### config.mk
export PLATFORM = sky130hd
export DESIGN_NAME = lts_div
export DESIGN_NICKNAME = d
export VERILOG_FILES = /design/src/hdl/lts_pkg.sv /design/src/hdl/lts_div.sv
export SDC_FILE = /design/constraint.sdc
export NUM_CORES = 1
export LEC_CHECK = 0
export ABC_AREA = 1
export BUFFER_PORTS_ARGS = -buffer_cell sky130_fd_sc_hd__buf_2
export CAP_MARGIN = 30
export CORE_ASPECT_RATIO = 0.75
export CORE_MARGIN = 2
export CORE_UTILIZATION = 25
export DETAILED_ROUTE_END_ITERATION = 12
export GPL_TIMING_DRIVEN = 0
export SLEW_MARGIN = 10
export SYNTH_ARGS = -nofsm -noshare
export SYNTH_HDL_FRONTEND = slang
export SYNTH_SLANG_ARGS = --single-unit
### constraint.sdc
create_clock -name clk -period 2.9 [get_ports clk]
set_clock_uncertainty 0.1 [all_clocks]
set_input_delay 0.145 -clock clk [delete_from_list [all_inputs] [get_ports clk]]
set_output_delay 0.145 -clock clk [all_outputs]
set_load 0.05 [all_outputs]
### src/hdl/lts_pkg.sv
// -----------------------------------------------------------------------------
// Lottery task scheduler package
// Shared operation and status codes, the probe that travels the slot chain,
// the commit record and the mixing constants of the random draw.
// -----------------------------------------------------------------------------
package lts_pkg;

	localparam int TID_W  = 16;
	localparam int TKT_W  = 16;
	localparam int CORE_W = 3;
	// Widths sized for the largest table the parameters allow.
	localparam int BKT_W  = 9;
	localparam int IDX_W  = 14;
	localparam int SUM_W  = 30;

	localparam logic [63:0] MIX_A  = 64'h385B4D8F624F9B19;
	localparam logic [63:0] MIX_B  = 64'hED32CA69BFBBDD6F;
	localparam logic [63:0] MIX_C  = 64'hDC6BCBFB0FDF4EFB;
	localparam logic [63:0] MIX_D  = 64'h398A24ED505550E7;
	localparam logic [63:0] MIX_DA = 64'(MIX_D * MIX_A);

	typedef enum logic [1:0] {
		OP_ADD   = 2'd0,
		OP_LOOK  = 2'd1,
		OP_FLAGS = 2'd2,
		OP_SCHED = 2'd3
	} op_t;

	typedef enum logic [1:0] {
		ST_OK   = 2'd0,
		ST_DUP  = 2'd1,
		ST_FULL = 2'd2,
		ST_MISS = 2'd3
	} status_t;

	typedef struct packed {
		logic              active;
		op_t               op;
		logic [TID_W-1:0]  tid;
		logic [TKT_W-1:0]  tickets;
		logic [CORE_W-1:0] core;
		logic              paused;
		logic              dead;
		logic              invl;
		logic [BKT_W-1:0]  bucket;
		logic              dup;
		logic              placed;
		logic              hit;
		logic              won;
		logic [IDX_W-1:0]  idx;
		logic [TID_W-1:0]  win_tid;
		logic [SUM_W-1:0]  sum;
		logic [SUM_W-1:0]  golden;
	} probe_t;

	typedef struct packed {
		logic             en;
		logic             won;
		logic [IDX_W-1:0] idx;
	} commit_t;

endpackage

### src/hdl/lts_div.sv
// -----------------------------------------------------------------------------
// Lottery task scheduler remainder unit
// Restoring division, one dividend bit per cycle, returning the remainder.
// -----------------------------------------------------------------------------
module lts_div import lts_pkg::*; (
	input  logic             clk,
	input  logic             arst_n,
	input  logic             start,
	input  logic [63:0]      num,
	input  logic [SUM_W-1:0] den,
	output logic             done,
	output logic [SUM_W-1:0] rem
);

	logic             busy_q;
	logic             done_q;
	logic [5:0]       cnt_q;
	logic [63:0]      num_q;
	logic [SUM_W-1:0] den_q;
	logic [SUM_W-1:0] rem_q;
	logic [SUM_W:0]   trial;

	assign trial = {rem_q, num_q[63]};

	always_ff @(posedge clk or negedge arst_n) begin
		if (!arst_n) begin
			busy_q <= 1'b0;
			done_q <= 1'b0;
			cnt_q  <= '0;
		end else begin
			done_q <= 1'b0;
			if (start) begin
				busy_q <= 1'b1;
				cnt_q  <= '0;
			end else if (busy_q) begin
				cnt_q <= cnt_q + 6'd1;
				if (cnt_q == 6'd63) begin
					busy_q <= 1'b0;
					done_q <= 1'b1;
				end
			end
		end
	end

	always_ff @(posedge clk) begin
		if (start) begin
			num_q <= num;
			den_q <= den;
			rem_q <= '0;
		end else if (busy_q) begin
			num_q <= {num_q[62:0], 1'b0};
			// The remainder stays below the divisor, so the trial fits in one more bit.
			if (trial >= {1'b0, den_q}) begin
				rem_q <= SUM_W'(trial - {1'b0, den_q});
			end else begin
				rem_q <= SUM_W'(trial);
			end
		end
	end

	assign done = done_q;
	assign rem  = rem_q;

endmodule

==> run summary <==
RSZ-0062 raised after global routing: false
max-slew violation count: 0
number of global-route vias before repair: 6992
CTS Buf Count: 17
Post-layout nets: 1411
Post-route DRC: 0
Die Span X: 206 um
xor-xnor portion of the synthesized cell area: 1.48%
Slew Limit Headroom: 45.6%
CTS sink count: 132
via-per-instance ratio: 4.21
crit path buf inv count: 3
startpoint of the worst hold path: start
total grt overflow: 0
clk root buf: clkbuf_16
Initial DRC Count: 413
Area after DPL: 8850 um^2
global-route wire length before repair: 35500 um
H-tree levels: 4
initial antenna violation count: 1
final setup violating endpoints: 0
syn_area_per_cell: 7.39 um^2
WS Path Type: register to register
Mapped Area: 7680 um^2
Reg2Reg Setup Slack: 0.32 ns
cells after synthesis: 1039
maximum VDD drop: 330 uV
dpl hpwl: 16400 um
Max Cap Viol: 0
combinational family with the most area after synthesis: simple AND/OR/NAND/NOR gates
share of cells above drive strength 1: 14.4%
Clock transition at path regs: 0.07 ns
Die Footprint: 32200 um^2
Arr. time, crit path: 2.80 ns
Leak: 5.22 nW
multi-input logic area: 3400 um^2
Max Clk Rate: 388 MHz
synth top area cells: edfxtp_1 (37%), nand2_1 (22%), dfxtp_1 (7.8%)
num ports: 128
Pre-Repair DR Iteration Count: 5
met1 Use GR: 20.1%
row count: 55
Post-DRT Antenna Nets: 0
top-area cell type share of the netlist area: 36.7%
cell mode on critical path: nand2_1
PwrDens: 873 nW/um^2
Slew @ Worst Pin: 0.815 ns
TNS Setup: 0 ns
delay of the slowest critical-path stage: 0.34 ns
fin crit period: 2.58 ns
PortBufs: 127
period utilization: 88.9%
DRT Wirelength: 22300 um
hold worst-path end: den_q[29]$_DFFE_PP_
Yosys top cell by area: edfxtp_1
Yosys warnings: 0
Worst path slowest cell: ha_1
sequential-to-total area share from yosys stat: 47.2%
Worst R2R Start: den_q[6]$_DFFE_PP_
compound-gate portion of the synthesized area: 3.47%
Netlist cell types: 34
GP Congestion: 0.879
largest net degree at the start of global routing: 47
Synth Area in Simple Gates: 34.0%
Hold Slack: 0.258 ns
Final Instance Area: 10400 um^2
met3 Use GR: 4.62%
M2 GR Usage: 21.0%
mux contribution to synthesized area: 0%
Async SR Flop Fraction: 6.06%
FF+latch count, synth: 132
fill cell count: 3201
Adder-Cell Fraction of Synth Area: 5.31%
Tot GR Track Use: 14.4%
status: finished, final reports clean
WHS Path Cells: 1
CTS max path bufs: 2
Core Footprint: 30200 um^2
syn nets: 1168
worst-path cell chain: inv_1, ha_1, nand2_1, nor2_1, nand3_1, nand2_1, nand2_1, nand2_1, nand2_1, nand3_2, buf_6, buf_6, nand3_1, nand2_1, nand2_1
RR Endpoint: rem[23]$_SDFFE_PP0P_
number of enable flip-flop cells after synthesis: 94
Avg WL per Cell: 13.2 um
register area: 3620 um^2
min-delay worst type: input pin to register
Die Ht: 156 um
Worst Reg2Reg Path Length in Cells: 15
critical path capture point type: register
fin util: 34.6%
CP required: 3.12 ns
total number of vias: 7133
Clock Latency Late Sink: 0.44 ns
Area Growth Syn to Fin: 36.0%
final hold vios: 0
top_reg_cell synth: edfxtp_1
busiest grt layer: met2
CTS tree: yes
startpoint types: register
initial cell density of the core: 25.4%
crit path max fanout: 10
top cell family by delay on the critical path: simple AND/OR/NAND/NOR gates
-- flip-flops by register name, summed over array words and instances (netlist names) --
name and cells:
den_q 30, cnt_q 6, done 1, busy_q 1, num_q 64, rem 30
-- metrics by stage --
stage	total power, W	worst slack (ns)	instances
after floorplan	0.00562	0.587	1039
after global placement	0.00668	-0.471	1565
after detailed placement	0.00670	0.260	1566
after CTS	0.00918	0.311	1694
after global routing	0.00983	0.132	1695
final	0.00912	0.321	1695
-- area by class of cell --
class	instances	area share [%]
clock buffers	17	4.07
inverters	141	5.07
multi-input cells	739	32.5
clock inverters	15	2.01
diodes	1	0.0240
plain buffers	27	1.27
repair buffers	224	15.5
flip-flops and latches	132	34.7
well taps	399	4.78
-- layer usage --
layer  vias up  part of all wire (%)
li1       3752                     -
met1      3217                    52
met2       147                    41
met3        17                   6.0
met4         0                   1.1
met5         -                     0
-- placed cells by master, fill, tap and decap left out, drive strengths merged, types with 2 or more instances in the layout --
cell type	instances
clkinv	5
bufinv	2
a21oi	24
nand4	11
dfrtp	8
xnor2	12
nor3	7
buf	136
edfxtp	94
or2	3
inv	148
dfxtp	30
dlygate4sd3	96
o21bai	5
nand3	75
o21ai	17
ha	31
clkbuf	36
and2	4
nand2	453
nor2	90
nand3b	2
-- power breakdown --
| part | leakage [nW] | internal, W | switching [W] |
|---|---|---|---|
| clock | 0.308 | 0.00133 | 0.00100 |
| sequential | 1.35 | 0.00234 | 0.000216 |
| combinational | 3.56 | 0.00137 | 0.00287 |
-- synthesized netlist by cell type, types with 10 or more instances --
library cell,n
o21ai_1,10
edfxtp_1,94
dfxtp_1,30
clkbuf_1,19
xnor2_1,12
a21oi_1,24
nand2_1,452
inv_1,134
nor2_1,83
ha_1,31
nand4_1,11
nand3_1,74
-- what timing repair did --
item / CTS / global route
resized for setup: 0 / 0
buffers inserted: 0 / 0
endpoints found under the hold margin: 102 / 0
hold buffers: 96 / 0
-- worst max-delay path by stage --
stage / slack (ns) / depth (start not counted) / endpoint / start
final: 0.32 / 15 / rem[23]$_SDFFE_PP0P_ / den_q[6]$_DFFE_PP_
after global routing: 0.13 / 15 / rem[19]$_SDFFE_PP0P_ / den_q[6]$_DFFE_PP_
after CTS: 0.31 / 15 / rem[19]$_SDFFE_PP0P_ / den_q[6]$_DFFE_PP_
after detailed placement: 0.26 / 6 / num_q[33]$_DFFE_PP_ / start
after global placement: -0.47 / 5 / num_q[28]$_DFFE_PP_ / start
after floorplan: 0.59 / 14 / rem[2]$_SDFFE_PP0P_ / rem[5]$_SDFFE_PP0P_
-- cells by family after synthesis --
| family | Yosys count |
|---|---|
| AO/OA/AOI/OAI | 49 |
| XOR/XNOR | 13 |
| adder cells (fa/ha/maj) | 32 |
| buffers and inverters | 168 |
| flip-flops | 132 |
| AND/OR/NAND/NOR | 645 |
Note: power is estimated with default switching activity, not from simulation.
