$ cat src/hdl/lts_pkg.sv
// -----------------------------------------------------------------------------
// Lottery task scheduler package
// Shared operation and status codes, the probe that travels the slot chain,
// the commit record and the mixing constants of the random draw.
// -----------------------------------------------------------------------------
package lts_pkg;

	localparam int TID_W  = 16;
	localparam int TKT_W  = 16;
	localparam int CORE_W = 3;
	// Widths sized for the largest table the parameters allow.
	localparam int BKT_W  = 9;
	localparam int IDX_W  = 14;
	localparam int SUM_W  = 30;

	localparam logic [63:0] MIX_A  = 64'h385B4D8F624F9B19;
	localparam logic [63:0] MIX_B  = 64'hED32CA69BFBBDD6F;
	localparam logic [63:0] MIX_C  = 64'hDC6BCBFB0FDF4EFB;
	localparam logic [63:0] MIX_D  = 64'h398A24ED505550E7;
	localparam logic [63:0] MIX_DA = 64'(MIX_D * MIX_A);

	typedef enum logic [1:0] {
		OP_ADD   = 2'd0,
		OP_LOOK  = 2'd1,
		OP_FLAGS = 2'd2,
		OP_SCHED = 2'd3
	} op_t;

	typedef enum logic [1:0] {
		ST_OK   = 2'd0,
		ST_DUP  = 2'd1,
		ST_FULL = 2'd2,
		ST_MISS = 2'd3
	} status_t;

	typedef struct packed {
		logic              active;
		op_t               op;
		logic [TID_W-1:0]  tid;
		logic [TKT_W-1:0]  tickets;
		logic [CORE_W-1:0] core;
		logic              paused;
		logic              dead;
		logic              invl;
		logic [BKT_W-1:0]  bucket;
		logic              dup;
		logic              placed;
		logic              hit;
		logic              won;
		logic [IDX_W-1:0]  idx;
		logic [TID_W-1:0]  win_tid;
		logic [SUM_W-1:0]  sum;
		logic [SUM_W-1:0]  golden;
	} probe_t;

	typedef struct packed {
		logic             en;
		logic             won;
		logic [IDX_W-1:0] idx;
	} commit_t;

endpackage

$ cat src/hdl/lts_mix.sv
// -----------------------------------------------------------------------------
// Lottery task scheduler random mixer
// Scrambles the seed with two 64-bit constant products, each built from
// three 32x32 partial products on one shared multiplier.
// -----------------------------------------------------------------------------
module lts_mix import lts_pkg::*; (
	input  logic        clk,
	input  logic        arst_n,
	input  logic        start,
	input  logic [63:0] seed,
	output logic        done,
	output logic [63:0] result
);

	typedef enum logic [1:0] {
		M_IDLE,
		M_PRE,
		M_MUL
	} mstate_t;

	mstate_t     state_q;
	logic [1:0]  ph_q;
	logic        pass_q;
	logic        done_q;
	logic [63:0] seed_q;
	logic [63:0] x_q;
	logic [63:0] mul_q;
	logic [63:0] acc_q;
	logic [31:0] hi_q;
	logic [63:0] res_q;

	logic [63:0] k;
	logic [31:0] mul_a;
	logic [31:0] mul_b;
	logic [63:0] pre;
	logic [63:0] prod;
	logic [63:0] post0;
	logic [63:0] post1;
	logic [63:0] t0;
	logic [63:0] t1;

	always_comb begin
		k     = pass_q ? MIX_C : MIX_A;
		mul_a = (ph_q == 2'd2) ? x_q[63:32] : x_q[31:0];
		mul_b = (ph_q == 2'd1) ? k[63:32] : k[31:0];
		t0    = seed_q + MIX_DA;
		pre   = t0 ^ (t0 >> 23);
		prod  = acc_q + {mul_q[31:0] + hi_q, 32'd0};
		t1    = prod ^ (prod >> 47);
		post0 = t1 ^ (MIX_B >> t1[4:0]);
		post1 = (prod ^ (prod >> 13)) ^ MIX_D;
	end

	always_ff @(posedge clk or negedge arst_n) begin
		if (!arst_n) begin
			state_q <= M_IDLE;
			ph_q    <= '0;
			pass_q  <= 1'b0;
			done_q  <= 1'b0;
		end else begin
			done_q <= 1'b0;
			case (state_q)
				M_IDLE: begin
					if (start) begin
						state_q <= M_PRE;
					end
				end
				M_PRE: begin
					state_q <= M_MUL;
					ph_q    <= 2'd0;
					pass_q  <= 1'b0;
				end
				M_MUL: begin
					ph_q <= ph_q + 2'd1;
					if (ph_q == 2'd3) begin
						if (pass_q) begin
							state_q <= M_IDLE;
							done_q  <= 1'b1;
						end else begin
							pass_q <= 1'b1;
						end
					end
				end
				default: begin
					state_q <= M_IDLE;
				end
			endcase
		end
	end

	always_ff @(posedge clk) begin
		if (start) begin
			seed_q <= seed;
		end
		mul_q <= mul_a * mul_b;
		if (state_q == M_PRE) begin
			x_q <= pre;
		end
		if (state_q == M_MUL) begin
			case (ph_q)
				2'd1: acc_q <= mul_q;
				2'd2: hi_q  <= mul_q[31:0];
				2'd3: begin
					if (pass_q) begin
						res_q <= post1;
					end else begin
						x_q <= post0;
					end
				end
				default: begin
					acc_q <= acc_q;
				end
			endcase
		end
	end

	assign done   = done_q;
	assign result = res_q;

endmodule

$ cat config.mk
export PLATFORM = sky130hd
export DESIGN_NAME = lts_mix
export DESIGN_NICKNAME = d
export VERILOG_FILES = /design/src/hdl/lts_pkg.sv /design/src/hdl/lts_mix.sv
export SDC_FILE = /design/constraint.sdc
export NUM_CORES = 2
export LEC_CHECK = 0
export BUFFER_PORTS_ARGS = -buffer_cell sky130_fd_sc_hd__buf_2
export CORE_MARGIN = 1.5
export CORE_UTILIZATION = 50
export DETAILED_ROUTE_END_ITERATION = 8
export GPL_TIMING_DRIVEN = 0
export PLACE_DENSITY = 0.66
export SLEW_MARGIN = 5
export SYNTH_ARGS = -nofsm -noshare
export SYNTH_HDL_FRONTEND = slang
export SYNTH_SLANG_ARGS = --single-unit
$ cat constraint.sdc
create_clock -name clk -period 12.2 [get_ports clk]
set_input_delay 2.44 -clock clk [delete_from_list [all_inputs] [get_ports clk]]
set_output_delay 2.44 -clock clk [all_outputs]
set_load 0.1 [all_outputs]
==> metrics.yaml <==
final_layout_size_suffix_gt1_frac: 0.0557
drtIter0Drc: 4160
chipWidth_um: 316
synth-edff-count: 224
fillers: 8806
h-tree-depth: 2
clk_pin_slew_worst_paths_ns: 0.07
grt_pass1_wl_um: 254000
regArea_um2: 9440
async_flop_share: 0.0168
cts-buffers-inserted: 37
slew_headroom: 0.0342
wl_um: 177000
hold_buffers: 0
post-dp-hpwl_um: 150000
rsz0062_at_grt: "no"
status: "finished, violations left"
wl_per_cell_um: 27.6
gp_congestion: 1.04
min_path_type: "reg -> reg"
grt_pass1_vias: 37700
worst_pin_slew_ns: 1.41
core_area_um2: 96900
yosys_warnings: 0
ys_seq_area_frac: 0.193
initial_core_util: 0.505
worstPathMaxFanout: 11
synthCells: 4927
ys_ff_latch: 358
finish.net_count: 6406
clock-root-buffer: "clkbuf_16"
setup_viol: 0
io_buffers: 131
crit_path_start_kind: "register"
synth_fp_nets: 6229
hold-worst-slack_ns: 0.394
clock_sinks: 358
grt_max_degree: 66
cap_viol_max_count: 0
cpMaxStageDelayCell: "clkdlybuf4s15_1"
synthDistinctLibCells: 90
setup_tns_ns: 0
fin_crit_ns: 11.89
multi_input_area_um2: 35100
fp-row-count: 114
overflow: 0
io_pins: 132
violations: "DRC"
clk_latency_ns: 0.56
dieArea_um2: 99800
viasPerCell: 5.82
antenna_found_initial: 2
fin_skew_ns: 0.0203
crit_path_frequent_cell: "fa_1"
critPathMaxStageDelay_ns: 0.82
syn_to_final_growth_pct: 7.33
clockBufferDepth: 3
finalHoldViolCount: 0
ys.flop_type: "edfxtp_1"
cp.required_ns: 12.68
die_y_um: 316
drc: 14
path_class: "reg -> reg"
max_freq_mhz: 84.1
syn_area_um2: 49000
final.period_utilization: 0.975
cp-end-kind: "register"
post-route-util: 0.542
vias: 37300
slew_violations: 0
arrival_ns: 12.37
ant_nets: 0
cts_tree: "yes"
drt_pass1_iterations: 8
grt.total_usage: 0.357
avgSynthCellArea_um2: 9.94
## final timing paths
check / from / endpoint / slack (ns) / cells after the start
worst max-delay path: pass_q / mul_q[60] / 0.31 / 33
worst min-delay path: mul_q[60] / acc_q[60] / 0.39 / 0
worst max register to register: pass_q / mul_q[60] / 0.31 / 33
worst min register to register: mul_q[60] / acc_q[60] / 0.39 / 0
max in group asynchronous: arst_n / pass_q / 10.25 / 1
min in group asynchronous: arst_n / done / 1.73 / 1
## placed cells by master (no fill, tap or decap), types with 117 or more instances in the layout
master and n:
inv_1 1015, a21oi_1 223, edfxtp_1 224, xor2_1 117, dfxtp_1 128, xnor2_1 260, buf_2 138, fa_1 805
ha_1 430, clkbuf_1 121, nand2_1 243, nor2_1 346, a21o_1 128
## cell families after synthesis
kind of cell	share of synthesized area
AO/OA/AOI/OAI	0.104
XOR/XNOR	0.0721
adder cells (fa/ha/maj)	0.439
buffers and inverters	0.0906
flip-flops	0.193
multiplexers	0.0142
AND/OR/NAND/NOR	0.0872
## state kept, by name, indices dropped and copies added (netlist names)
signal	flops
ph_q	2
acc_q	64
state_q	2
result	64
done	1
x_q	64
seed_q	64
pass_q	1
hi_q	32
mul_q	64
## worst max-delay path: cells and delay by family (launching register included)
| family | cells | cell delay (ns) |
|---|---|---|
| fa+ha+maj | 10 | 4.38 |
| buf+inv | 9 | 3.01 |
| compound gates | 9 | 2.94 |
| simple gates | 4 | 0.88 |
| flops | 1 | 0.41 |
| xor+xnor | 1 | 0.16 |
## stage by stage
| stage | area (um2) | std cells | setup WS [ns] |
|---|---|---|---|
| 2_1_floorplan | 49000 | 4927 | 2.84 |
| 3_3_place_gp | 51200 | 6334 | -1.23 |
| 3_5_place_dp | 51400 | 6341 | 0.0201 |
| 4_1_cts | 52500 | 6408 | 0.0406 |
| 5_1_grt | 52500 | 6408 | 0.0374 |
| 6_report | 52500 | 6410 | 0.307 |
## area by class of cell
| cell class | instances | share of cell area |
|---|---|---|
| Clock inverter | 19 | 0.00252 |
| Timing Repair Buffer | 138 | 0.0150 |
| Tap cell | 1276 | 0.0304 |
| Buffer | 143 | 0.0111 |
| Antenna cell | 2 | 0.0000953 |
| Multi-Input combinational cell | 3394 | 0.668 |
| Clock buffer | 48 | 0.0192 |
| Timing Repair inverter | 1 | 0.0000953 |
| Sequential cell | 358 | 0.180 |
| Inverter | 1031 | 0.0738 |
## Yosys cell counts (25+ instances only)
library cell | n | area [um2]
nor2b_1 | 44 | 275
a21oi_1 | 223 | 1120
nor2_1 | 347 | 1300
o21bai_1 | 25 | 188
nand2b_1 | 59 | 369
inv_1 | 1015 | 3810
fa_1 | 805 | 16100
and3_1 | 27 | 169
nor3_1 | 38 | 190
clkbuf_1 | 119 | 447
a211oi_1 | 39 | 293
and2_1 | 54 | 338
xor2_1 | 117 | 1020
mux2i_1 | 40 | 400
o211ai_1 | 41 | 308
a21o_1 | 128 | 961
o21ai_0 | 106 | 531
nand2_1 | 243 | 912
o21ai_1 | 33 | 165
nand3_1 | 61 | 305
mux2_2 | 26 | 293
ha_1 | 430 | 5380
xnor2_1 | 260 | 2280
edfxtp_1 | 224 | 6730
dfxtp_1 | 128 | 2560
## per-layer routing
metal | GRT usage | up-vias | routed length (um)
li1 | - | 16100 | -
met1 | 0.503 | 18700 | 72400
met2 | 0.527 | 2063 | 75100
met3 | 0.0805 | 415 | 19400
met4 | 0.163 | 4 | 9660
met5 | 0 | - | 61
## timing repair
| item | 4_1_cts | 5_1_grt |
|---|---|---|
| resized for setup | 2 | 14 |
| endpoints found under the setup margin | 2 | 9 |
| buffers inserted | 0 | 0 |
| cloned | 0 | 1 |
Power is not shown: default switching activity piles up to over one toggle a cycle in this logic, so the estimate is an artifact.
