File: src/hdl/lts_pkg.sv
// -----------------------------------------------------------------------------
// Lottery task scheduler package
// Shared operation and status codes, the probe that travels the slot chain,
// the commit record and the mixing constants of the random draw.
// -----------------------------------------------------------------------------
package lts_pkg;

	localparam int TID_W  = 16;
	localparam int TKT_W  = 16;
	localparam int CORE_W = 3;
	// Widths sized for the largest table the parameters allow.
	localparam int BKT_W  = 9;
	localparam int IDX_W  = 14;
	localparam int SUM_W  = 30;

	localparam logic [63:0] MIX_A  = 64'h385B4D8F624F9B19;
	localparam logic [63:0] MIX_B  = 64'hED32CA69BFBBDD6F;
	localparam logic [63:0] MIX_C  = 64'hDC6BCBFB0FDF4EFB;
	localparam logic [63:0] MIX_D  = 64'h398A24ED505550E7;
	localparam logic [63:0] MIX_DA = 64'(MIX_D * MIX_A);

	typedef enum logic [1:0] {
		OP_ADD   = 2'd0,
		OP_LOOK  = 2'd1,
		OP_FLAGS = 2'd2,
		OP_SCHED = 2'd3
	} op_t;

	typedef enum logic [1:0] {
		ST_OK   = 2'd0,
		ST_DUP  = 2'd1,
		ST_FULL = 2'd2,
		ST_MISS = 2'd3
	} status_t;

	typedef struct packed {
		logic              active;
		op_t               op;
		logic [TID_W-1:0]  tid;
		logic [TKT_W-1:0]  tickets;
		logic [CORE_W-1:0] core;
		logic              paused;
		logic              dead;
		logic              invl;
		logic [BKT_W-1:0]  bucket;
		logic              dup;
		logic              placed;
		logic              hit;
		logic              won;
		logic [IDX_W-1:0]  idx;
		logic [TID_W-1:0]  win_tid;
		logic [SUM_W-1:0]  sum;
		logic [SUM_W-1:0]  golden;
	} probe_t;

	typedef struct packed {
		logic             en;
		logic             won;
		logic [IDX_W-1:0] idx;
	} commit_t;

endpackage

File: src/hdl/lts_cell.sv
// -----------------------------------------------------------------------------
// Lottery task scheduler slot cell
// Holds one task slot and updates the probe that passes through it.
// -----------------------------------------------------------------------------
module lts_cell import lts_pkg::*; #(
	parameter int K   = 0,
	parameter int BKT = 0
) (
	input  logic              clk,
	input  logic              arst_n,
	input  probe_t            p_in,
	input  commit_t           cm,
	input  logic [CORE_W-1:0] core_num,
	output probe_t            p_out
);

	logic              used_q;
	logic [TID_W-1:0]  tid_q;
	logic [TKT_W-1:0]  tkt_q;
	logic [CORE_W-1:0] core_q;
	logic              paused_q;
	logic              dead_q;
	logic              invl_q;
	logic              run_q;
	probe_t            p_q;

	probe_t            n;
	logic              bkt_hit;
	logic              elig;
	logic              wr_add;
	logic              wr_flags;
	logic [SUM_W-1:0]  sum_nx;

	always_comb begin
		n        = p_in;
		wr_add   = 1'b0;
		wr_flags = 1'b0;
		bkt_hit  = (p_in.bucket == BKT_W'(BKT));
		sum_nx   = p_in.sum + SUM_W'(tkt_q);
		elig     = used_q && !((dead_q && !invl_q) || paused_q || run_q) && (core_q == core_num);
		if (p_in.active) begin
			case (p_in.op)
				OP_ADD: begin
					if (bkt_hit && used_q && tid_q == p_in.tid) begin
						n.dup = 1'b1;
					end
					// Slots fill in order, so the first free one of the bucket comes
					// after every occupied one that could hold a duplicate.
					if (bkt_hit && !used_q && !p_in.dup && !p_in.placed) begin
						wr_add   = 1'b1;
						n.placed = 1'b1;
					end
				end
				OP_LOOK, OP_FLAGS: begin
					if (bkt_hit && used_q && tid_q == p_in.tid) begin
						n.hit    = 1'b1;
						wr_flags = (p_in.op == OP_FLAGS);
					end
				end
				OP_SCHED: begin
					if (!p_in.won && elig) begin
						n.sum = sum_nx;
						if (sum_nx >= p_in.golden) begin
							n.won     = 1'b1;
							n.idx     = IDX_W'(K);
							n.win_tid = tid_q;
						end
					end
				end
				default: begin
					n = p_in;
				end
			endcase
		end
	end

	always_ff @(posedge clk or negedge arst_n) begin
		if (!arst_n) begin
			used_q <= 1'b0;
			p_q    <= '0;
		end else begin
			p_q <= n;
			if (wr_add) begin
				used_q <= 1'b1;
			end
		end
	end

	always_ff @(posedge clk) begin
		if (wr_add) begin
			tid_q    <= p_in.tid;
			tkt_q    <= p_in.tickets;
			core_q   <= p_in.core;
			paused_q <= 1'b0;
			dead_q   <= 1'b0;
			invl_q   <= 1'b0;
			run_q    <= 1'b0;
		end else if (wr_flags) begin
			paused_q <= p_in.paused;
			dead_q   <= p_in.dead;
			invl_q   <= p_in.invl;
		end else if (cm.en) begin
			// Only the current task can be running, so the switch rewrites every mark.
			run_q <= cm.won && (cm.idx == IDX_W'(K));
		end
	end

	assign p_out = p_q;

endmodule

File: config.mk
export PLATFORM = sky130hd
export DESIGN_NAME = lts_cell
export DESIGN_NICKNAME = d
export VERILOG_FILES = /design/src/hdl/lts_pkg.sv /design/src/hdl/lts_cell.sv
export SDC_FILE = /design/constraint.sdc
export NUM_CORES = 1
export LEC_CHECK = 0
export ABC_AREA = 1
export ABC_CLOCK_PERIOD_IN_PS = 3650
export CORE_ASPECT_RATIO = 1.1
export CORE_MARGIN = 2
export CORE_UTILIZATION = 40
export DETAILED_ROUTE_END_ITERATION = 12
export DONT_BUFFER_PORTS = 1
export MAX_ROUTING_LAYER = met4
export PLACE_DENSITY_LB_ADDON = 0.15
export SLEW_MARGIN = 40
export SYNTH_ARGS = -nofsm -noshare
export SYNTH_HDL_FRONTEND = slang
export SYNTH_SLANG_ARGS = --single-unit
File: constraint.sdc
create_clock -name clk -period 3.65 [get_ports clk]
set_input_delay 0.365 -clock clk [delete_from_list [all_inputs] [get_ports clk]]
set_output_delay 0.365 -clock clk [all_outputs]
set_load 0.05 [all_outputs]
==> results of run 1 <==
-- routing by layer --
metal | GRT usage [%] | routed length (µm) | up-vias
li1 | - | - | 3284
met1 | 25.5 | 9870 | 3078
met2 | 36.3 | 12100 | 241
met3 | 6.48 | 1800 | 32
met4 | 6.73 | 541 | 0
met5 | - | 0 | -
-- worst reg2reg max path, stage by stage, from the launching register on --
cell	delay (ns)
edfxtp_1	0.39
ha_1	0.37
nand2_1	0.14
o21ai_0	0.48
nand2_1	0.17
nand3_2	0.15
nand2_1	0.09
xor2_1	0.17
ha_1	0.31
a21oi_1	0.14
nand2_1	0.09
a21oi_1	0.16
nand2_1	0.08
nor2_1	0.17
nand2_4	0.15
clkbuf_16	0.20
a21boi_0	0.15
-- synthesized netlist by cell type (all sizes together), types with 2 or more instances --
master	count	share of area, %
dfxtp	4	0.91
o211ai	2	0.17
nand3b	6	0.51
o21ai	15	0.86
nor3	8	0.51
a21oi	26	1.6
nand2	299	13
dfrtp	145	41
ha	49	7.0
or2	11	0.78
inv	139	5.9
and2	10	0.71
edfxtp	35	12
buf	11	0.96
a21boi	14	1.2
nand4	21	1.6
xor2	13	1.3
nor4	7	0.57
nor2	84	4.1
o21bai	4	0.39
nand3	63	3.9
-- final timing paths --
kind	startpoint	to	slack (ns)	depth (start not counted)
worst min-delay path	arst_n	p_out[104]	-0.39	0
worst max register to register	tkt_q[15]	p_out[78]	0.18	16
worst max-delay path	tkt_q[15]	p_out[78]	0.18	16
min in group clk	p_in[135]	tid_q[10]	0.02	0
max in group asynchronous	arst_n	p_out[50]	3.80	0
worst min register to register	tid_q[13]	p_out[73]	0.52	2
-- power breakdown --
| group | switching [mW] | internal (mW) | total, mW |
|---|---|---|---|
| logic | 0.220 | 0.192 | 0.412 |
| clock network | 0.914 | 0.919 | 1.83 |
| registers | 0.337 | 2.17 | 2.50 |
-- per-stage QoR --
stage	util [%]	setup TNS [ns]	std cells	cell area, µm²
after detailed placement	42.6	0	1258	9140
final	49.7	0	1377	10600
after CTS	49.1	0	1370	10500
after global placement	42.4	0	1256	9100
after floorplan	-	0	973	8770
after global routing	49.7	-0.489	1377	10600
-- cells by family (layout without fill, tap and decap cells) --
group,count (synthesis),in the layout,synth area share [%]
and+or+nand+nor,511,511,25.9
adders and majority gates,50,50,7.22
DFF,184,184,54.2
buffers and inverters,152,266,6.99
xor gates and xnor gates,14,14,1.40
AOI/OAI and AO/OA,62,62,4.26
-- layout make-up --
class,instances,area [µm²],area share (%)
Multi-Input combinational cell,637,3440,32.3
Clock inverter,14,153,1.43
Clock buffer,18,429,4.03
Inverter,140,526,4.94
Tap cell,290,363,3.41
Sequential cell,184,4760,44.7
Timing Repair Buffer,94,976,9.17
-- registers in the layout, summed over array words and instances (netlist names) --
| register | cells |
|---|---|
| used_q | 1 |
| tkt_q | 16 |
| p_out | 144 |
| core_q | 3 |
| invl_q | 1 |
| dead_q | 1 |
| paused_q | 1 |
| tid_q | 16 |
| run_q | 1 |
-- what timing repair did --
action,4_1_cts,5_1_grt
hold buffers,80,5
setup endpoints to repair,0,31
endpoints found under the hold margin,231,150
resized for setup,0,12
==> qor.yml, run 1 <==
power_density_nw_per_um2: 446
die_h_um: 159
drcViolationCount: 0
dp_hpwl_mm: 17.7
p_total_mw: 4.75
synth.avg_cell_area_um2: 9.02
grt_pass1_vias: 6983
status: "complete, but fails checks"
cts_tree: "built"
maxClockFrequency_mhz: 289
syn_inst: 973
path_cells: "ha_1 -> nand2_1 -> o21ai_0 -> nand2_1 -> nand3_2 -> nand2_1 -> xor2_1 -> ha_1 -> a21oi_1 -> nand2_1 -> a21oi_1 -> nand2_1 -> nor2_1 -> nand2_4 -> clkbuf_16 -> a21boi_0"
post_drt_wl_per_cell_um: 17.7
critPathRequiredTime_ns: 4.00
synth_ff_type: "dfrtp_1"
synth_area_um2: 8770
dieArea_um2: 23100
io_pins: 309
maxSlewHeadroom_pct: 64.3
root_buffer: "clkbuf_16"
cap_viol_max_count: 0
yosysWarningCount: 0
crit_slowest_cell: "o21ai_0"
yosys_register_bits: 184
violations: "hold timing"
crit_fanout: 8
grt_pass1_wl_mm: 37.8
drtAntennaViolNets: 0
path_buf_inv: 1
drive_above_1_share_pct: 8.28
min_period_over_period_pct: 95.0
gp_congestion: 0.894
synth_nets: 1188
ys_seq_area_share_pct: 54.2
vias: 6635
postCtsSetupBuffers: 0
grt_antenna_before_repair: 0
drt_pass1_iterations: 5
yosys.cell_types.count: 45
final_common_cell: "nand2_1"
path_class: "flop to flop"
wl_mm: 24.3
async_flop_share_pct: 78.8
vias_per_cell: 4.82
hold_class: "input pin to asynchronous set/reset pin"
worst_slew_pin_slew_ns: 0.530
place_ws_ns: 0.0161
grt_max_degree: 146
ir_worst_vdd_mv: 0.295
coreArea_um2: 21400
end_kind: "flop"
crit_path_start_kind: "flop"
grt_util_all_layers_pct: 21.8
initial_utilization_pct: 40.9
max_stage_delay_ns: 0.48
h-tree-depth: 4
die_w_um: 145
hold_violations: 145
area_growth_pct: 21.3
drv_slew: 0
path_clk_slew_ns: 0.08
period_needed_ns: 3.47
grt.overflow.total: 0
crit_family: "simple AND/OR/NAND/NOR gates"
num-fill-cells: 2052
power.leakage_nw: 5.23
cp_common_cell: "nand2_1"
fin_ws_ns: 0.184
insertion_delay_ns: 0.44
antenna_cells: 0
clock_path_buffers: 2
io_buffers: 0
skew_ns: 0.0134
cts_made_buffers: 17
cts.sinks: 184
synth_edf_count: 35
finalSetupViolations: 0
nNetsFinal: 1289
drt_iter0_markers: 389
crit_arrival_ns: 3.82
rows: 56
final_cell_mix: "289 x nand2_1, 145 x dfrtp_1, 130 x inv_1, 85 x dlygate4sd3_1, 74 x nor2_1"
holdWs_ns: -0.386
Note: power is estimated with default switching activity, not from simulation.
==> run 2, diff against run 1 <==
Settings changed: ABC_CLOCK_PERIOD_IN_PS 3650 to 4200, SKIP_LAST_GASP set to 1.
Clock period 3.65 ns to 4.2 ns, I/O delays scaled along.
==> run 2 against run 1 <==
- the run now ends clean
- worst hold slack improved by 0.46 ns
- wire length is 2.1% lower
- critical path depth rose by 5
- power is 12% lower
- clock power down 11%
- sequential cell count unchanged
- global-route usage fell by 0.50 points
- critical path type unchanged
- largest cell class unchanged
- largest power group unchanged
- highest routed layer unchanged
==> qor.yml, run 2 (synthesis gave the netlist of run 1 again) <==
final_cell_mix: "291 x nand2_1, 145 x dfrtp_1, 129 x inv_1, 81 x dlygate4sd3_1, 76 x nor2_1"
post_drt_wl_per_cell_um: 17.4
tns_ns: 0
drt_iter0_markers: 362
grt_pass1_wl_mm: 36.9
cap_viol_max_count: 0
vias: 6648
maxClockFrequency_mhz: 268
die_w_um: 145
io_pins: 309
rsz0062_at_grt: "false"
drive_above_1_share_pct: 7.40
critPathRequiredTime_ns: 4.49
crit_slowest_cell: "fa_1"
drtAntennaViolNets: 0
dieArea_um2: 23100
nNetsFinal: 1283
max_stage_delay_ns: 0.47
grt_antenna_before_repair: 0
final_common_cell: "nand2_1"
clock_path_buffers: 2
path_class: "flop to flop"
postCtsSetupBuffers: 0
antenna_cells: 0
cts_tree: "built"
dp_hpwl_mm: 17.7
skew_ns: 0.0136
rows: 56
ir_worst_vdd_mv: 0.258
hold_violations: 0
gp_congestion: 0.923
crit_fanout: 30
root_buffer: "clkbuf_16"
maxSlewHeadroom_pct: 51.4
holdWs_ns: 0.0690
crit_arrival_ns: 4.02
path_clk_slew_ns: 0.09
grt_max_degree: 146
drt_pass1_iterations: 4
hold_class: "input pin to flop"
io_buffers: 0
power.leakage_nw: 5.21
grt_pass1_vias: 6915
largest_reg_flops: 144
cts_made_buffers: 17
crit_path_start_kind: "flop"
end_kind: "flop"
wl_mm: 23.8
grt_util_all_layers_pct: 21.3
final_util_pct: 49.3
worst_slew_pin_slew_ns: 0.729
grt.overflow.total: 0
period_needed_ns: 3.73
insertion_delay_ns: 0.44
finalSetupViolations: 0
status: "finished clean"
h-tree-depth: 4
drcViolationCount: 0
vias_per_cell: 4.85
die_h_um: 159
cp_common_cell: "nand2_1"
path_cells: "ha_1 -> fa_1 -> nand3_1 -> nand2_2 -> nand3_1 -> nand2_1 -> nand2_1 -> nand2_1 -> or2_1 -> and2_1 -> ha_1 -> nand2_1 -> nor2_1 -> nand2_1 -> inv_1 -> nand2_1 -> nand2_1 -> nand2_1 -> nand2_2 -> buf_4 -> a21boi_0"
initial_utilization_pct: 40.9
min_period_over_period_pct: 88.8
cts.sinks: 184
power_density_nw_per_um2: 394
area_growth_pct: 20.5
coreArea_um2: 21400
drv_slew: 0
[run 2: stage by stage]
stage | cell area, µm² | std cells | total power [mW] | setup slack [ns]
2_1_floorplan | 8770 | 973 | 2.41 | 1.15
4_1_cts | 10600 | 1371 | 4.22 | 0.412
6_report | 10600 | 1371 | 4.16 | 0.470
3_3_place_gp | 9090 | 1255 | 2.49 | 0.367
3_5_place_dp | 9130 | 1257 | 2.49 | 0.374
5_1_grt | 10600 | 1371 | 4.34 | 0.155
[run 2: routing by layer]
| layer | GRT usage [%] | wire length [µm] | vias up |
|---|---|---|---|
| met5 | - | 0 | - |
| met4 | 7.17 | 592 | 0 |
| met3 | 6.36 | 1780 | 33 |
| met2 | 35.3 | 11600 | 248 |
| met1 | 24.8 | 9810 | 3087 |
| li1 | - | - | 3280 |
[run 2: layout make-up]
type	count	area [µm²]
multi-input cells	637	3400
repair buffers	88	920
inverters	140	526
flip-flops and latches	184	4760
fillers	2045	10900
clock buffers	18	429
clock inverters	14	175
well taps	290	363
[run 2: timing repair]
action,CTS,global route
hold buffers,82,0
resized for setup,0,0
endpoints found under the hold margin,225,0
[run 2: path summary, 6_finish.rpt]
check / start / end / slack (ns) / depth (start not counted)
worst max register to register: tkt_q[0] / p_out[78] / 0.47 / 21
max in group asynchronous: arst_n / p_out[52] / 3.01 / 2
worst min register to register: tid_q[13] / p_out[73] / 0.51 / 2
worst min-delay path: p_in[128] / tid_q[3] / 0.07 / 0
min in group asynchronous: arst_n / p_out[96] / 0.61 / 2
worst max-delay path: tkt_q[0] / p_out[78] / 0.47 / 21
[run 2: worst max-delay path, delay by kind of cell (launching register included)]
kind,cells,cell delay (ns)
simple gates,15,1.64
buf+inv,2,0.39
compound gates,1,0.15
flops,1,0.37
fa+ha+maj,3,1.02
[run 2: where the power goes]
group	total, mW	internal [mW]	switching [mW]
logic	0.363	0.155	0.208
clock network	1.62	0.812	0.811
registers	2.18	1.88	0.293
total	4.16	2.85	1.31
==> run 3, diff against run 2 <==
Settings changed: PLACE_DENSITY_LB_ADDON 0.15 to 0.05.
==> run 3 against run 2 <==
- non-clock buffer count did not move
- cell count did not move
- maximum frequency fell by 3.6%
- critical endpoint is now p_out[85]
- clock-buffer cell count did not move
- largest cell class unchanged
==> qor.yml, run 3 (synthesis gave the netlist of run 1 again) <==
status: "finished clean"
hold_violations: 0
grt_antenna_before_repair: 0
antenna_cells: 0
r2r-end: "p_out[85]"
root_buffer: "clkbuf_16"
io_pins: 309
maxSlewHeadroom_pct: 54.0
die_h_um: 159
place_ws_ns: 0.297
cts_tree: "built"
final_common_cell: "nand2_1"
holdCritStartpoint: "p_in[129]"
drt_pass1_iterations: 4
crit_fanout: 25
rsz0062_at_grt: "false"
critPathRequiredTime_ns: 4.49
power.leakage_nw: 5.21
grt.overflow.total: 0
finalSetupViolations: 0
hold_end: "tid_q[4]"
nNetsFinal: 1283
ir_worst_vdd_mv: 0.269
dieArea_um2: 23100
wl_mm: 24.1
die_w_um: 145
grt_max_degree: 146
rrSetupSlack_ns: 0.33
worst_slew_pin_slew_ns: 0.690
period_needed_ns: 3.87
cap_viol_max_count: 0
initial_utilization_pct: 40.9
post_drt_wl_per_cell_um: 17.6
grt_pass1_vias: 6896
io_buffers: 0
crit_arrival_ns: 4.17
min_period_over_period_pct: 92.2
drt_iter0_markers: 225
cts.sinks: 184
area_growth_pct: 20.2
path_class: "flop to flop"
power_density_nw_per_um2: 396
tns_ns: 0
drtAntennaViolNets: 0
rows: 56
skew_ns: 0.0112
gp_congestion: 0.890
vias: 6556
vias_per_cell: 4.78
cts_made_buffers: 17
largest_reg_flops: 144
rr_worst_depth: 21
ctsResizeCount: 0
dp_hpwl_mm: 17.8
grt_pass1_wl_mm: 37.8
grt_util_all_layers_pct: 21.8
drv_slew: 0
h-tree-depth: 4
maxClockFrequency_mhz: 258
coreArea_um2: 21400
fin_ws_ns: 0.329
drive_above_1_share_pct: 7.40
clock_path_buffers: 2
final_util_pct: 49.2
path_clk_slew_ns: 0.08
whs_path_depth: 0
drcViolationCount: 0
end_kind: "flop"
worstReg2RegStart: "tkt_q[0]"
insertion_delay_ns: 0.44
final_cell_mix: "291 x nand2_1, 145 x dfrtp_1, 130 x inv_1, 81 x dlygate4sd3_1, 76 x nor2_1"
hold_class: "input pin to flop"
crit_path_start_kind: "flop"
-- run 3: cell types whose count changed in the layout (fill, tap and decap cells not counted) --
cell	previous run	this run
buf_4	3	5
inv_4	0	1
clkinv_8	5	6
inv_8	3	2
inv_1	129	130
buf_16	2	1
inv_6	4	3
clkinv_1	2	1
buf_12	1	0
-- run 3: routing by layer --
layer | share of wire [%] | vias to the layer above | global-route usage, %
li1 | - | 3270 | -
met1 | 42 | 3041 | 26.3
met2 | 50 | 225 | 36.4
met3 | 6.3 | 20 | 5.10
met4 | 1.5 | 0 | 6.42
met5 | 0 | - | -
-- run 3: report_power, final --
part	internal [mW]	switching, mW
Combinational	0.155	0.210
Clock	0.812	0.824
Sequential	1.88	0.291
-- run 3: repair_timing --
action,CTS,global route
setup buffers,0,0
hold endpoints to repair,225,0
setup endpoints to repair,0,0
hold buffers,82,0
-- run 3: through the flow --
stage / total power [mW] / hold WS [ns] / instances / cell area, µm²
after floorplan: 2.41 / 0.124 / 973 / 8770
after CTS: 4.23 / 0.0519 / 1371 / 10500
after global placement: 2.49 / 0.128 / 1256 / 9090
final: 4.18 / 0.0742 / 1371 / 10500
after detailed placement: 2.49 / 0.129 / 1257 / 9100
after global routing: 4.36 / 0.0423 / 1371 / 10500
-- run 3: final cells by class --
cell class | count | area (µm²)
repair buffers | 88 | 887
flip-flops and latches | 184 | 4760
multi-input cells | 637 | 3400
clock buffers | 18 | 429
well taps | 290 | 363
clock inverters | 14 | 178
fillers | 2071 | 10900
inverters | 140 | 526
-- run 3: worst max path at each step --
| stage | cells past startpoint | start | to | slack [ns] |
|---|---|---|---|---|
| 2_1_floorplan | 23 | p_in[30] | p_out[67] | 1.15 |
| 3_3_place_gp | 21 | p_in[30] | p_out[81] | 0.29 |
| 3_5_place_dp | 22 | p_in[30] | p_out[73] | 0.30 |
| 4_1_cts | 21 | tkt_q[0] | p_out[80] | 0.33 |
| 5_1_grt | 22 | tkt_q[0] | p_out[71] | 0.006 |
| 6_report | 21 | tkt_q[0] | p_out[85] | 0.33 |
-- run 3: worst max-delay path, cell delays in order (launching register included) --
cell      delay (ns)
edfxtp_1        0.37
ha_1            0.27
fa_1            0.47
nand3_1         0.13
nand2_2         0.10
nand3_1         0.09
nand2_1         0.12
nand2_1         0.09
nand2_1         0.13
or2_1           0.25
and2_1          0.18
ha_1            0.28
nand2_1         0.04
nor2_1          0.12
nand2_1         0.11
inv_1           0.07
nand2_1         0.05
nand2_1         0.10
nand2_1         0.07
nand2_2         0.21
buf_4           0.33
a21boi_0        0.14
